--- src/dpd_pkg.sv ---
// shared types, constants and tracker function for the presence debouncer
package dpd_pkg;

	localparam int CntBits = 8;
	localparam int CmpW = (CntBits > 8) ? CntBits : 8;
	localparam logic [CntBits-1:0] CntMax = {CntBits{1'b1}};

	localparam int QDepth = 2;
	localparam int QPtrW = (QDepth > 1) ? $clog2(QDepth) : 1;
	localparam int QCntW = $clog2(QDepth + 1);

	localparam int CfgIdxW = 3;
	localparam int CfgDataW = 8;

	localparam logic [7:0] RstThreshold = 8'd70;
	localparam logic [7:0] RstPersonClass = 8'd2;
	localparam logic [7:0] RstGlassesClass = 8'd1;
	localparam logic [7:0] RstFrames = 8'd5;

	typedef enum logic [CfgIdxW-1:0] {
		REG_THRESHOLD = 3'd0,
		REG_PERSON_CLASS = 3'd1,
		REG_GLASSES_CLASS = 3'd2,
		REG_CONFIRM = 3'd3,
		REG_ABSENCE = 3'd4
	} cfg_idx_e;

	typedef struct packed {
		logic [7:0] score_threshold;
		logic [7:0] person_class;
		logic [7:0] glasses_class;
		logic [7:0] confirm_frames;
		logic [7:0] miss_limit;
	} cfg_t;

	typedef struct packed {
		logic box_valid;
		logic [7:0] class_id;
		logic [7:0] score;
		logic frame_last;
	} in_item_t;

	typedef struct packed {
		logic person_present;
		logic glasses_present;
		logic [7:0] person_best;
		logic [7:0] glasses_best;
		logic person_changed;
		logic glasses_changed;
	} out_item_t;

	// classified box as handed from front to back
	typedef struct packed {
		logic person_hit;
		logic glasses_hit;
		logic [7:0] score;
		logic last;
	} cls_item_t;

	typedef struct packed {
		logic present;
		logic [CntBits-1:0] hits;
		logic [CntBits-1:0] misses;
	} trk_t;

	function automatic logic [CntBits-1:0] sat_inc(input logic [CntBits-1:0] v);
		sat_inc = (v == CntMax) ? v : v + CntBits'(1);
	endfunction

	// one frame step of a present/absent tracker
	function automatic trk_t trk_advance(input trk_t cur, input logic detected,
		input logic [7:0] confirm, input logic [7:0] absence);
		trk_t nxt;
		nxt = cur;
		if (detected) begin
			nxt.misses = '0;
			nxt.hits = sat_inc(cur.hits);
			if (!cur.present && (CmpW'(nxt.hits) >= CmpW'(confirm)))
				nxt.present = 1'b1;
		end else begin
			nxt.hits = '0;
			if (cur.present) begin
				nxt.misses = sat_inc(cur.misses);
				if (CmpW'(nxt.misses) >= CmpW'(absence))
					nxt.present = 1'b0;
			end
		end
		trk_advance = nxt;
	endfunction

endpackage

--- src/dpd_front.sv ---
// front end: takes boxes and classifies them against the watched classes
module dpd_front import dpd_pkg::*; (
	input  logic      in_valid,
	output logic      in_stall,
	input  in_item_t  in_data,
	input  cfg_t      cfg,
	input  logic      q_full,
	output logic      q_push,
	output cls_item_t q_item
);

	logic qualifies;

	assign qualifies = in_data.box_valid && (in_data.score >= cfg.score_threshold);

	always_comb begin
		q_item.person_hit = qualifies && (in_data.class_id == cfg.person_class);
		q_item.glasses_hit = qualifies && (in_data.class_id == cfg.glasses_class);
		q_item.score = in_data.score;
		q_item.last = in_data.frame_last;
	end

	assign in_stall = q_full;
	// boxes that touch no tracker are taken and dropped here
	assign q_push = in_valid && !q_full &&
		(q_item.last || q_item.person_hit || q_item.glasses_hit);

endmodule

--- src/dpd_queue.sv ---
// short queue of classified boxes between front and back
module dpd_queue import dpd_pkg::*; (
	input  logic      clk,
	input  logic      arst_n,
	input  logic      push,
	input  cls_item_t din,
	output logic      full,
	input  logic      pop,
	output logic      not_empty,
	output cls_item_t dout
);

	cls_item_t mem_q [QDepth];
	logic [QPtrW-1:0] wr_ptr_q;
	logic [QPtrW-1:0] rd_ptr_q;
	logic [QCntW-1:0] count_q;

	function automatic logic [QPtrW-1:0] ptr_next(input logic [QPtrW-1:0] p);
		ptr_next = (p == QPtrW'(QDepth - 1)) ? '0 : p + QPtrW'(1);
	endfunction

	assign full = (count_q == QCntW'(QDepth));
	assign not_empty = (count_q != '0);
	assign dout = mem_q[rd_ptr_q];

	always_ff @(posedge clk) begin
		if (push)
			mem_q[wr_ptr_q] <= din;
	end

	always_ff @(posedge clk or negedge arst_n) begin
		if (!arst_n) begin
			wr_ptr_q <= '0;
			rd_ptr_q <= '0;
			count_q <= '0;
		end else begin
			if (push)
				wr_ptr_q <= ptr_next(wr_ptr_q);
			if (pop)
				rd_ptr_q <= ptr_next(rd_ptr_q);
			case ({push, pop})
				2'b10: count_q <= count_q + QCntW'(1);
				2'b01: count_q <= count_q - QCntW'(1);
				default: count_q <= count_q;
			endcase
		end
	end

endmodule

--- src/dpd_back.sv ---
// back end: per-frame best scores, the two trackers and the result register
module dpd_back import dpd_pkg::*; (
	input  logic      clk,
	input  logic      arst_n,
	input  cfg_t      cfg,
	input  logic      q_valid,
	input  cls_item_t q_item,
	output logic      q_pop,
	output logic      out_valid,
	input  logic      out_stall,
	output out_item_t out_data
);

	logic person_seen_q, glasses_seen_q;
	logic [7:0] person_top_q, glasses_top_q;
	trk_t person_trk_q, glasses_trk_q;
	logic out_valid_q;
	out_item_t out_data_q;

	logic out_free;
	logic person_seen_n, glasses_seen_n;
	logic [7:0] person_top_n, glasses_top_n;
	trk_t person_trk_n, glasses_trk_n;

	assign out_free = !out_valid_q || !out_stall;
	// a frame end waits for a free result slot, plain boxes never wait
	assign q_pop = q_valid && (!q_item.last || out_free);

	always_comb begin
		person_seen_n = person_seen_q | q_item.person_hit;
		glasses_seen_n = glasses_seen_q | q_item.glasses_hit;
		person_top_n = (q_item.person_hit && (q_item.score > person_top_q)) ?
			q_item.score : person_top_q;
		glasses_top_n = (q_item.glasses_hit && (q_item.score > glasses_top_q)) ?
			q_item.score : glasses_top_q;
		person_trk_n = trk_advance(person_trk_q, person_seen_n,
			cfg.confirm_frames, cfg.miss_limit);
		glasses_trk_n = trk_advance(glasses_trk_q, glasses_seen_n,
			cfg.confirm_frames, cfg.miss_limit);
	end

	always_ff @(posedge clk or negedge arst_n) begin
		if (!arst_n) begin
			person_seen_q <= 1'b0;
			glasses_seen_q <= 1'b0;
			person_top_q <= '0;
			glasses_top_q <= '0;
			person_trk_q <= '0;
			glasses_trk_q <= '0;
			out_valid_q <= 1'b0;
		end else begin
			if (q_pop) begin
				if (q_item.last) begin
					person_seen_q <= 1'b0;
					glasses_seen_q <= 1'b0;
					person_top_q <= '0;
					glasses_top_q <= '0;
					person_trk_q <= person_trk_n;
					glasses_trk_q <= glasses_trk_n;
				end else begin
					person_seen_q <= person_seen_n;
					glasses_seen_q <= glasses_seen_n;
					person_top_q <= person_top_n;
					glasses_top_q <= glasses_top_n;
				end
			end
			if (q_pop && q_item.last)
				out_valid_q <= 1'b1;
			else if (!out_stall)
				out_valid_q <= 1'b0;
		end
	end

	always_ff @(posedge clk) begin
		if (q_pop && q_item.last) begin
			out_data_q.person_present <= person_trk_n.present;
			out_data_q.glasses_present <= glasses_trk_n.present;
			out_data_q.person_best <= person_top_n;
			out_data_q.glasses_best <= glasses_top_n;
			out_data_q.person_changed <= person_trk_n.present ^ person_trk_q.present;
			out_data_q.glasses_changed <= glasses_trk_n.present ^ glasses_trk_q.present;
		end
	end

	assign out_valid = out_valid_q;
	assign out_data = out_data_q;

endmodule

--- src/detection_presence_debouncer.sv ---
// top level of the presence debouncer: configuration registers and wiring
//
//   port group   dir   handshake               payload
//   in           in    in_valid / in_stall      in_data (box_valid, class_id, score, frame_last)
//   out          out   out_valid / out_stall    out_data (present, best, changed per class)
//   cfg          in    cfg_we                   cfg_index, cfg_wdata
//
// one box per cycle unless the queue is full; boxes reach the back end via a two-entry queue
// a frame result is valid the cycle after its frame-end transaction leaves the queue;
// on its way from the input that transaction passes a queue entry and then the result register
// the result register frees on the same cycle it is taken, so frames can close back to back
// reset clears trackers, per-frame scores, queue and result valid, and loads default config
// a stalled result holds frame ends in the queue; boxes keep flowing until the queue fills
module detection_presence_debouncer import dpd_pkg::*; (
	input  logic                clk,
	input  logic                arst_n,
	input  logic                in_valid,
	output logic                in_stall,
	input  in_item_t            in_data,
	output logic                out_valid,
	input  logic                out_stall,
	output out_item_t           out_data,
	input  logic                cfg_we,
	input  logic [CfgIdxW-1:0]  cfg_index,
	input  logic [CfgDataW-1:0] cfg_wdata
);

	cfg_t cfg_q;
	logic q_full, q_push, q_pop, q_valid;
	cls_item_t push_item, head_item;

	always_ff @(posedge clk or negedge arst_n) begin
		if (!arst_n) begin
			cfg_q.score_threshold <= RstThreshold;
			cfg_q.person_class <= RstPersonClass;
			cfg_q.glasses_class <= RstGlassesClass;
			cfg_q.confirm_frames <= RstFrames;
			cfg_q.miss_limit <= RstFrames;
		end else if (cfg_we) begin
			case (cfg_index)
				REG_THRESHOLD: cfg_q.score_threshold <= cfg_wdata;
				REG_PERSON_CLASS: cfg_q.person_class <= cfg_wdata;
				REG_GLASSES_CLASS: cfg_q.glasses_class <= cfg_wdata;
				REG_CONFIRM: cfg_q.confirm_frames <= cfg_wdata;
				REG_ABSENCE: cfg_q.miss_limit <= cfg_wdata;
				default: cfg_q <= cfg_q;
			endcase
		end
	end

	dpd_front u_front (
		.in_valid (in_valid),
		.in_stall (in_stall),
		.in_data  (in_data),
		.cfg      (cfg_q),
		.q_full   (q_full),
		.q_push   (q_push),
		.q_item   (push_item)
	);

	dpd_queue u_queue (
		.clk       (clk),
		.arst_n    (arst_n),
		.push      (q_push),
		.din       (push_item),
		.full      (q_full),
		.pop       (q_pop),
		.not_empty (q_valid),
		.dout      (head_item)
	);

	dpd_back u_back (
		.clk       (clk),
		.arst_n    (arst_n),
		.cfg       (cfg_q),
		.q_valid   (q_valid),
		.q_item    (head_item),
		.q_pop     (q_pop),
		.out_valid (out_valid),
		.out_stall (out_stall),
		.out_data  (out_data)
	);

endmodule
--- config.mk ---
export PLATFORM = sky130hd
export DESIGN_NAME = detection_presence_debouncer
export DESIGN_NICKNAME = d
export VERILOG_FILES = /design/src/dpd_pkg.sv /design/src/dpd_front.sv /design/src/dpd_queue.sv /design/src/dpd_back.sv /design/src/detection_presence_debouncer.sv
export SDC_FILE = /design/constraint.sdc
export NUM_CORES = 1
export LEC_CHECK = 0
export ABC_CLOCK_PERIOD_IN_PS = 4290
export BUFFER_PORTS_ARGS = -buffer_cell sky130_fd_sc_hd__buf_4
export CAP_MARGIN = 20
export CORE_MARGIN = 2
export CORE_UTILIZATION = 60
export CTS_CLUSTER_SIZE = 28
export DETAILED_ROUTE_END_ITERATION = 16
export PLACE_DENSITY = 0.79
export SETUP_SLACK_MARGIN = 0.3
export SYNTH_ARGS = -nofsm -noshare
export SYNTH_HDL_FRONTEND = slang
export SYNTH_SLANG_ARGS = --single-unit
--- constraint.sdc ---
create_clock -name clk -period 4.29 [get_ports clk]
set_input_delay 0.429 -clock clk [delete_from_list [all_inputs] [get_ports clk]]
set_output_delay 0.429 -clock clk [all_outputs]
set_load 0.005 [all_outputs]
Word level (Yosys, flattened, before mapping)
Memories as Yosys holds them, arrays and structs flattened.
Index checks and enable logic that the tools add are counted.

operators by class
  bitwise operators = 4
  muxes and demuxes = 27
  $mul = 0
  order comparisons = 7
  div/mod/pow operators = 0
  equal/unequal tests = 14
  shift-type cells = 0
  add/sub/neg operators = 8
  reductions and logical operators = 34

operators by type and width
  kind                                                    number
  two-way mux 8 bit                                       10
  greater-or-equal comparator 8 bit                       5
  two-way mux 17 bit                                      2
  adder 8 x 1 -> 8 bit (second input constant)            4
  equality test 8 bit (second input constant)             4
  equality test 8 bit                                     2
  greater-than comparator 8 bit                           2
  two-way mux 1 bit                                       14
  AND reduction 2 bit                                     6
  logical AND 1 bit                                       11
  nonzero test 2 bit                                      4
  equality test 3 x 2 -> 1 bit (second input constant)    2
  logical NOT 1 bit                                       6
  AND reduction 3 bit                                     2
  equality test 2 bit (second input constant)             2
  logical OR 1 bit                                        4
  one-hot mux 2 bit (2 select lines)                      1
  equality test 3 x 1 -> 1 bit (second input constant)    1
  equality test 3 bit (second input constant)             1
  logical NOT 3 bit                                       1
  adder 1 bit (second input constant)                     2
  adder 2 x 1 -> 2 bit (second input constant)            1
  equality test 2 x 1 -> 1 bit (second input constant)    1
  inequality test 2 x 1 -> 1 bit (second input constant)  1
  other kinds (3)                                         5

storage, ports and cells
  bits in latches = 0
  logic and storage cells = 120
  ROM bits = 0
  bits in writable memories = 22
  output and inout bits = 22
  input bits = 34
  memories = 1
  bits in registers = 117

memories
  name           words  width  rd ports  clocked after memory_dff  wr ports  line             text
  u_queue.mem_q  2      11     1         0                         1         dpd_queue.sv:13  cls_item_t mem_q [QDepth];

Longest topological paths before layout
  depth after elaboration = 8
  depth in mapped cells = 12

By module
From an unflattened synthesis, not the netlist that was laid out.

second synthesis, totals
  cell total of the unflattened synthesis = 731
  area, all modules = 8100.3 um^2

by module, submodules not included
  module                        cells each  instances  area each (um^2)
  dpd_back                      527         1          5081.1
  detection_presence_debouncer  88          1          1540.2
  dpd_queue                     50          1          984.7
  dpd_front                     66          1          494.2

Worst setup path after synthesis
Ideal clock, no wire load.

  path type = register -> register
  from = register u_back.person_trk_q[0] in the netlist's numbering
  to = register u_back.out_data_q, in the netlist u_back.out_data[1], data pin
  arrival time = 2.582 ns
  setup slack = 1.453 ns
  setup time = 0.255 ns
  stages on the path, launching flop included = 12
  required time = 4.035 ns
  cell sequence = dfrtp_1 ha_1 nand3_2 or3_1 buf_6 mux2_1 ha_1 a21o_1 a21o_1 a21oi_1 o21ai_0 and3b_1

on the way
  word-level cells in the longest chain between the ends = 7
  elaborated cells on any way between the ends = 8

RTL lines
  item                                                                line            text
  from (decl)                                                         dpd_back.sv:16  trk_t person_trk_q, glasses_trk_q;
  from (signal assigned)                                              dpd_back.sv:58  person_trk_q <= person_trk_n;
  adder 8 x 1 -> 8 bit / equality test 8 bit (equally long branches)  dpd_pkg.sv:67   sat_inc = (v == CntMax) ? v : v + CntBits'(1);
  two-way mux 8 bit (*)                                               dpd_pkg.sv:67
  greater-or-equal comparator 8 bit (*)                               dpd_pkg.sv:84   if (CmpW'(nxt.misses) >= CmpW'(absence))
  two-way mux 1 bit (*)                                               dpd_pkg.sv:84
  two-way mux 1 bit (*)                                               dpd_pkg.sv:82   if (cur.present) begin
  two-way mux 17 bit (*)                                              dpd_pkg.sv:75   if (detected) begin
  bitwise XOR 1 bit (*)                                               dpd_back.sv:80  out_data_q.person_changed <= person_trk_n.present ^ person_trk_q.present;
  to (decl)                                                           dpd_back.sv:18  out_item_t out_data_q;

Mark *: on every way between the ends. The rest lies on a longest branch, timed or not.
A chain may end at the register's enable or synchronous reset.

Worst setup path after layout
  from = register u_queue.rd_ptr_q
  to = register u_back.glasses_top_q[0]

on the way
  word-level cells in the longest chain between the ends = 5
  elaborated cells on any way between the ends = 8

RTL lines
  item                           line             text
  from (decl)                    dpd_queue.sv:15  logic [QPtrW-1:0] rd_ptr_q;
  from (signal assigned)         dpd_queue.sv:40  rd_ptr_q <= ptr_next(rd_ptr_q);
  memory read (2 x 11 bit) (*)   --
  greater-than comparator 8 bit  dpd_back.sv:34   glasses_top_n = (q_item.glasses_hit && (q_item.score > glasses_top_q)) ?
  logical AND 1 bit              dpd_back.sv:34
  two-way mux 8 bit              dpd_back.sv:34
  two-way mux 8 bit              dpd_back.sv:53   if (q_item.last) begin
  to (signal assigned)           dpd_back.sv:64   glasses_top_q <= glasses_top_n;
  to (decl)                      dpd_back.sv:15   logic [7:0] person_top_q, glasses_top_q;

Marked as above.

==> key figures <==
Timing
  – Slew Limit Headroom: 39.5%
  – Worst-Margin Slew: ~0.90 ns
  – Setup Skew: 0.00709 ns
  – Final worst-path cycle share: 80.7%
  – Final Max Slew Viols: 0
  – Maximum clock rate: 289 MHz
  – Hold Vio Cnt, Final: 0
  – Fin crit period: 3.46 ns
  – Worst setup margin: 0.830 ns
  – Sum of negative setup slack: 0 ns
  – RSZ-0062 raised after global routing: no
  – Final setup viols: 0

Placed design
  – Port-buffer cells: 55
  – DP HPWL: 11.9 mm
  – Placer congestion estimate: between 0.8 and 0.9
  – Post-placement setup slack: ~0.88 ns

Synthesis
  – Synthesis warning total: 0
  – Post-synth top area share: 28.9%
  – Leading area contributor after synthesis: dfrtp_1
  – Post-synthesis cell type count: 56
  – Syn Inst Count: 711
  – Synth top area cells: dfrtp_1 29%, edfxtp_1 17%, ha_1 10%
  – Post-synth ARST share: 69.8%
  – FF+latch count, synth: 139
  – Netlist Area Pre-Place: 7630 um2
  – Synth Net Count: ~800
  – Syn avg cell area: roughly 11 um2
  – Post-synthesis sequential area ratio: 48.5%
  – EDFF count, synth: 42
  – Main synth FF type: dfrtp_1

Power
  – Leakage: around 4.0 nW
  – Sequential share of power: 36.2%
  – Power Density: about 630 nW/um2
  – Final Power: 5.55 mW
  – VDD IR max: 338 uV
  – Sw Share: roughly a third
  – NetSw: 1.92 mW
  – Clock share of power: 29.1%
  – Comb pwr share: 34.7%
  – P_int: 3.63 mW

Global route
  – Number of global-route vias before repair: between 5k and 6k
  – Total track usage: a little over a quarter
  – GRT met1 Usage: between 30 and 40%
  – Largest net degree at the start of global routing: 59
  – Initial antenna violation count: 0
  – First-pass GRT wire length: 27.8 mm
  – GR Util met2: 44.7%
  – Busiest grt layer: met2
  – Met3 Track Usage GR: 4.77%
  – Total grt overflow: 0

Worst setup path
  – Worst-path cell chain: mux2i_1 -> inv_1 -> ha_1 -> nand3_1 -> o22ai_1 -> o31ai_1 -> a21oi_2 -> o21ai_1 -> o2bb2ai_1
  – Startpoint types: register
  – Worst endpoint data arrival time: 3.74 ns
  – Reg-to-reg critical path startpoint: u_queue.rd_ptr_q$_DFFE_PN0P_
  – Worst reg2reg setup slack: approximately 0.83 ns
  – Reg2Reg Depth: 9
  – Crit path max fanout: 18
  – Crit path capture type: register
  – WP buf/inv: 1
  – Worst path slowest cell: dfrtp_1
  – Worst path max stage delay: 0.73 ns
  – Worst r2r dst: u_back.glasses_top_q[0]$_DFFE_PN0P_
  – Crit path kind: register to register
  – Delay-heaviest family, CP: compound AO/OA/AOI/OAI gates
  – Worst EP required: 4.57 ns

Floorplan
  – Top Ports: 56
  – Placeable core area: about 13000 um2
  – Row Count: 41
  – Initial Util: 60.9%
  – Die area: around 14000 um2
  – Die H: roughly 120 um
  – Die W: approximately 120 um

Clock tree
  – Num CTS Buffers: 17
  – PostCTS Resize Cnt: 0
  – CTS tree: done
  – Hold buffers post-CTS: 0
  – Clock sink total: 139
  – Clock H-tree levels: 4
  – Worst-Skew Late Latency: 0.42 ns
  – Setup repair bufs after CTS: 0
  – Maximum clock insertion buffer count: 2
  – Root buf cell: clkbuf_16
  – CTS clock-pin slew for the worst setup and hold paths: 0.06 ns

Final layout
  – # diodes: 0
  – Post-layout nets: 867
  – Layout area overhead: 16.0%
  – Layout cell share with drive strength beyond 1: 17.3%

Detailed routing
  – DRT Pass-1 Iters: 7
  – Final antenna-violating net count: 0
  – Vias/cell: around 6
  – Post-Route WL: 16.6 mm
  – # DRC: 0
  – DR vias: 5729
  – Initial DRC count: approximately 400
  – WL/cell: 17.4 um

Status
  – Status: completed

Worst hold path
  – Hold Crit Class: primary input to asynchronous set/reset pin

Flow run
  – Max-Cap Viols: 0
logic make-up (layout without fill, tap and decap cells):
kind of cell	count (synthesis)	count (layout)	synth area share, %
multiplexers	53	53	7.51
flip-flops	139	139	48.5
XOR/XNOR	36	36	4.13
AO/OA/AOI/OAI	167	167	14.5
adder cells (fa/ha/maj)	61	61	10.0
AND/OR/NAND/NOR	185	185	11.6
buffers and inverters	70	144	3.69
flip-flops by register name, summed over array words and instances (netlist names):
register	cells
u_queue.wr_ptr_q	1
u_back.out_valid	1
u_queue.rd_ptr_q	1
u_back.person_seen_q	1
u_queue.mem_q	22
u_queue.count_q	2
cfg_q	40
u_back.person_trk_q	17
u_back.out_data	20
u_back.glasses_trk_q	17
u_back.glasses_top_q	8
u_back.glasses_seen_q	1
u_back.person_top_q	8
routing by layer:
metal	wire (um)	vias up	part of all wire (%)
li1	-	2700	-
met1	7080	2805	43
met2	8220	179	49
met3	874	45	5.3
met4	476	0	2.9
met5	0	-	0
synthesized netlist by cell type, types with 3 or more instances:
| cell type | n |
|---|---|
| a2111oi_0 | 3 |
| a21o_1 | 15 |
| a21oi_1 | 29 |
| a22o_1 | 7 |
| a31oi_1 | 3 |
| a32o_1 | 7 |
| and3_1 | 12 |
| buf_2 | 3 |
| clkbuf_1 | 12 |
| dfrtp_1 | 88 |
| dfstp_2 | 9 |
| edfxtp_1 | 42 |
| ha_1 | 61 |
| inv_1 | 51 |
| mux2_2 | 32 |
| mux2i_1 | 19 |
| nand2_1 | 67 |
| nand2b_1 | 5 |
| nand3_1 | 17 |
| nand3b_1 | 3 |
| nand4_1 | 11 |
| nor2_1 | 41 |
| nor2b_1 | 5 |
| nor3_1 | 4 |
| nor4_1 | 4 |
| o21a_1 | 13 |
| o21ai_0 | 22 |
| o21ai_1 | 32 |
| o2bb2ai_1 | 16 |
| o31ai_1 | 6 |
| or2_1 | 3 |
| or3_1 | 4 |
| xnor2_1 | 17 |
| xor2_1 | 19 |
layout by cell type, fill, tap and decap left out, drive strengths merged, types with 3 or more instances in the layout:
master | synthesis | layout
nor2b | 5 | 5
nand2 | 67 | 67
nand4 | 11 | 11
a21o | 15 | 15
clkbuf | 12 | 21
dfstp | 9 | 9
and3 | 12 | 12
o31ai | 6 | 6
a22o | 7 | 7
o21a | 13 | 13
nor3 | 4 | 4
nor2 | 41 | 41
xor2 | 19 | 19
inv | 52 | 59
ha | 61 | 61
o21ai | 54 | 54
a2111oi | 3 | 3
buf | 5 | 59
a31oi | 4 | 4
a21oi | 31 | 31
xnor2 | 17 | 17
o2bb2ai | 16 | 16
mux2i | 19 | 19
edfxtp | 42 | 42
dfrtp | 88 | 88
a32o | 7 | 7
mux2 | 34 | 34
or2 | 3 | 3
nor4 | 4 | 4
nand3 | 18 | 18
nand2b | 5 | 5
bufinv | 0 | 4
nand3b | 3 | 3
or3 | 4 | 4
metrics by stage:
step / hold WS [ns] / cell area (um2) / cells / util (%)
final: 0.0732 / 8850 / 957 / 70.7
after global routing: 0.157 / 8850 / 957 / 70.7
after CTS: 0.108 / 8850 / 957 / 70.7
after detailed placement: 0.474 / 8200 / 925 / 65.5
after global placement: 0.472 / 8190 / 924 / 65.5
after floorplan: 0.133 / 7630 / 711 / -
worst max-delay path by stage:
stage	start	to	slack, ns	cells after the start
3_5_place_dp	u_queue.rd_ptr_q$_DFFE_PN0P_	u_back.glasses_top_q[0]$_DFFE_PN0P_	0.88	9
5_1_grt	u_queue.rd_ptr_q$_DFFE_PN0P_	u_back.glasses_top_q[0]$_DFFE_PN0P_	0.61	9
2_1_floorplan	u_back.person_trk_q[0]$_DFFE_PN0P_	u_back.out_data[1]$_DFFE_PP_	1.45	11
4_1_cts	u_queue.rd_ptr_q$_DFFE_PN0P_	u_back.glasses_top_q[0]$_DFFE_PN0P_	0.85	9
6_report	u_queue.rd_ptr_q$_DFFE_PN0P_	u_back.glasses_top_q[0]$_DFFE_PN0P_	0.83	9
3_3_place_gp	u_queue.rd_ptr_q$_DFFE_PN0P_	u_back.glasses_top_q[0]$_DFFE_PN0P_	1.10	9
power groups by stage:
stage               Sequential (mW)  Clock, mW  Combinational [mW]
floorplan                      1.95          0                1.37
global placement               2.02          0                1.80
detailed placement             2.03          0                1.88
CTS                            2.01       1.63                1.92
global route                   2.06       1.68                2.15
finish                         2.01       1.61                1.93
area by class of cell:
| class | instances | area, um2 |
|---|---|---|
| clock buffer | 21 | 472 |
| fill | 917 | 3670 |
| timing repair buffer | 59 | 440 |
| multi-input combinational | 502 | 3640 |
| tap | 172 | 215 |
| inverter | 53 | 199 |
| clock inverter | 11 | 176 |
| sequential | 139 | 3700 |
Note: power is estimated with default switching activity, not from simulation.
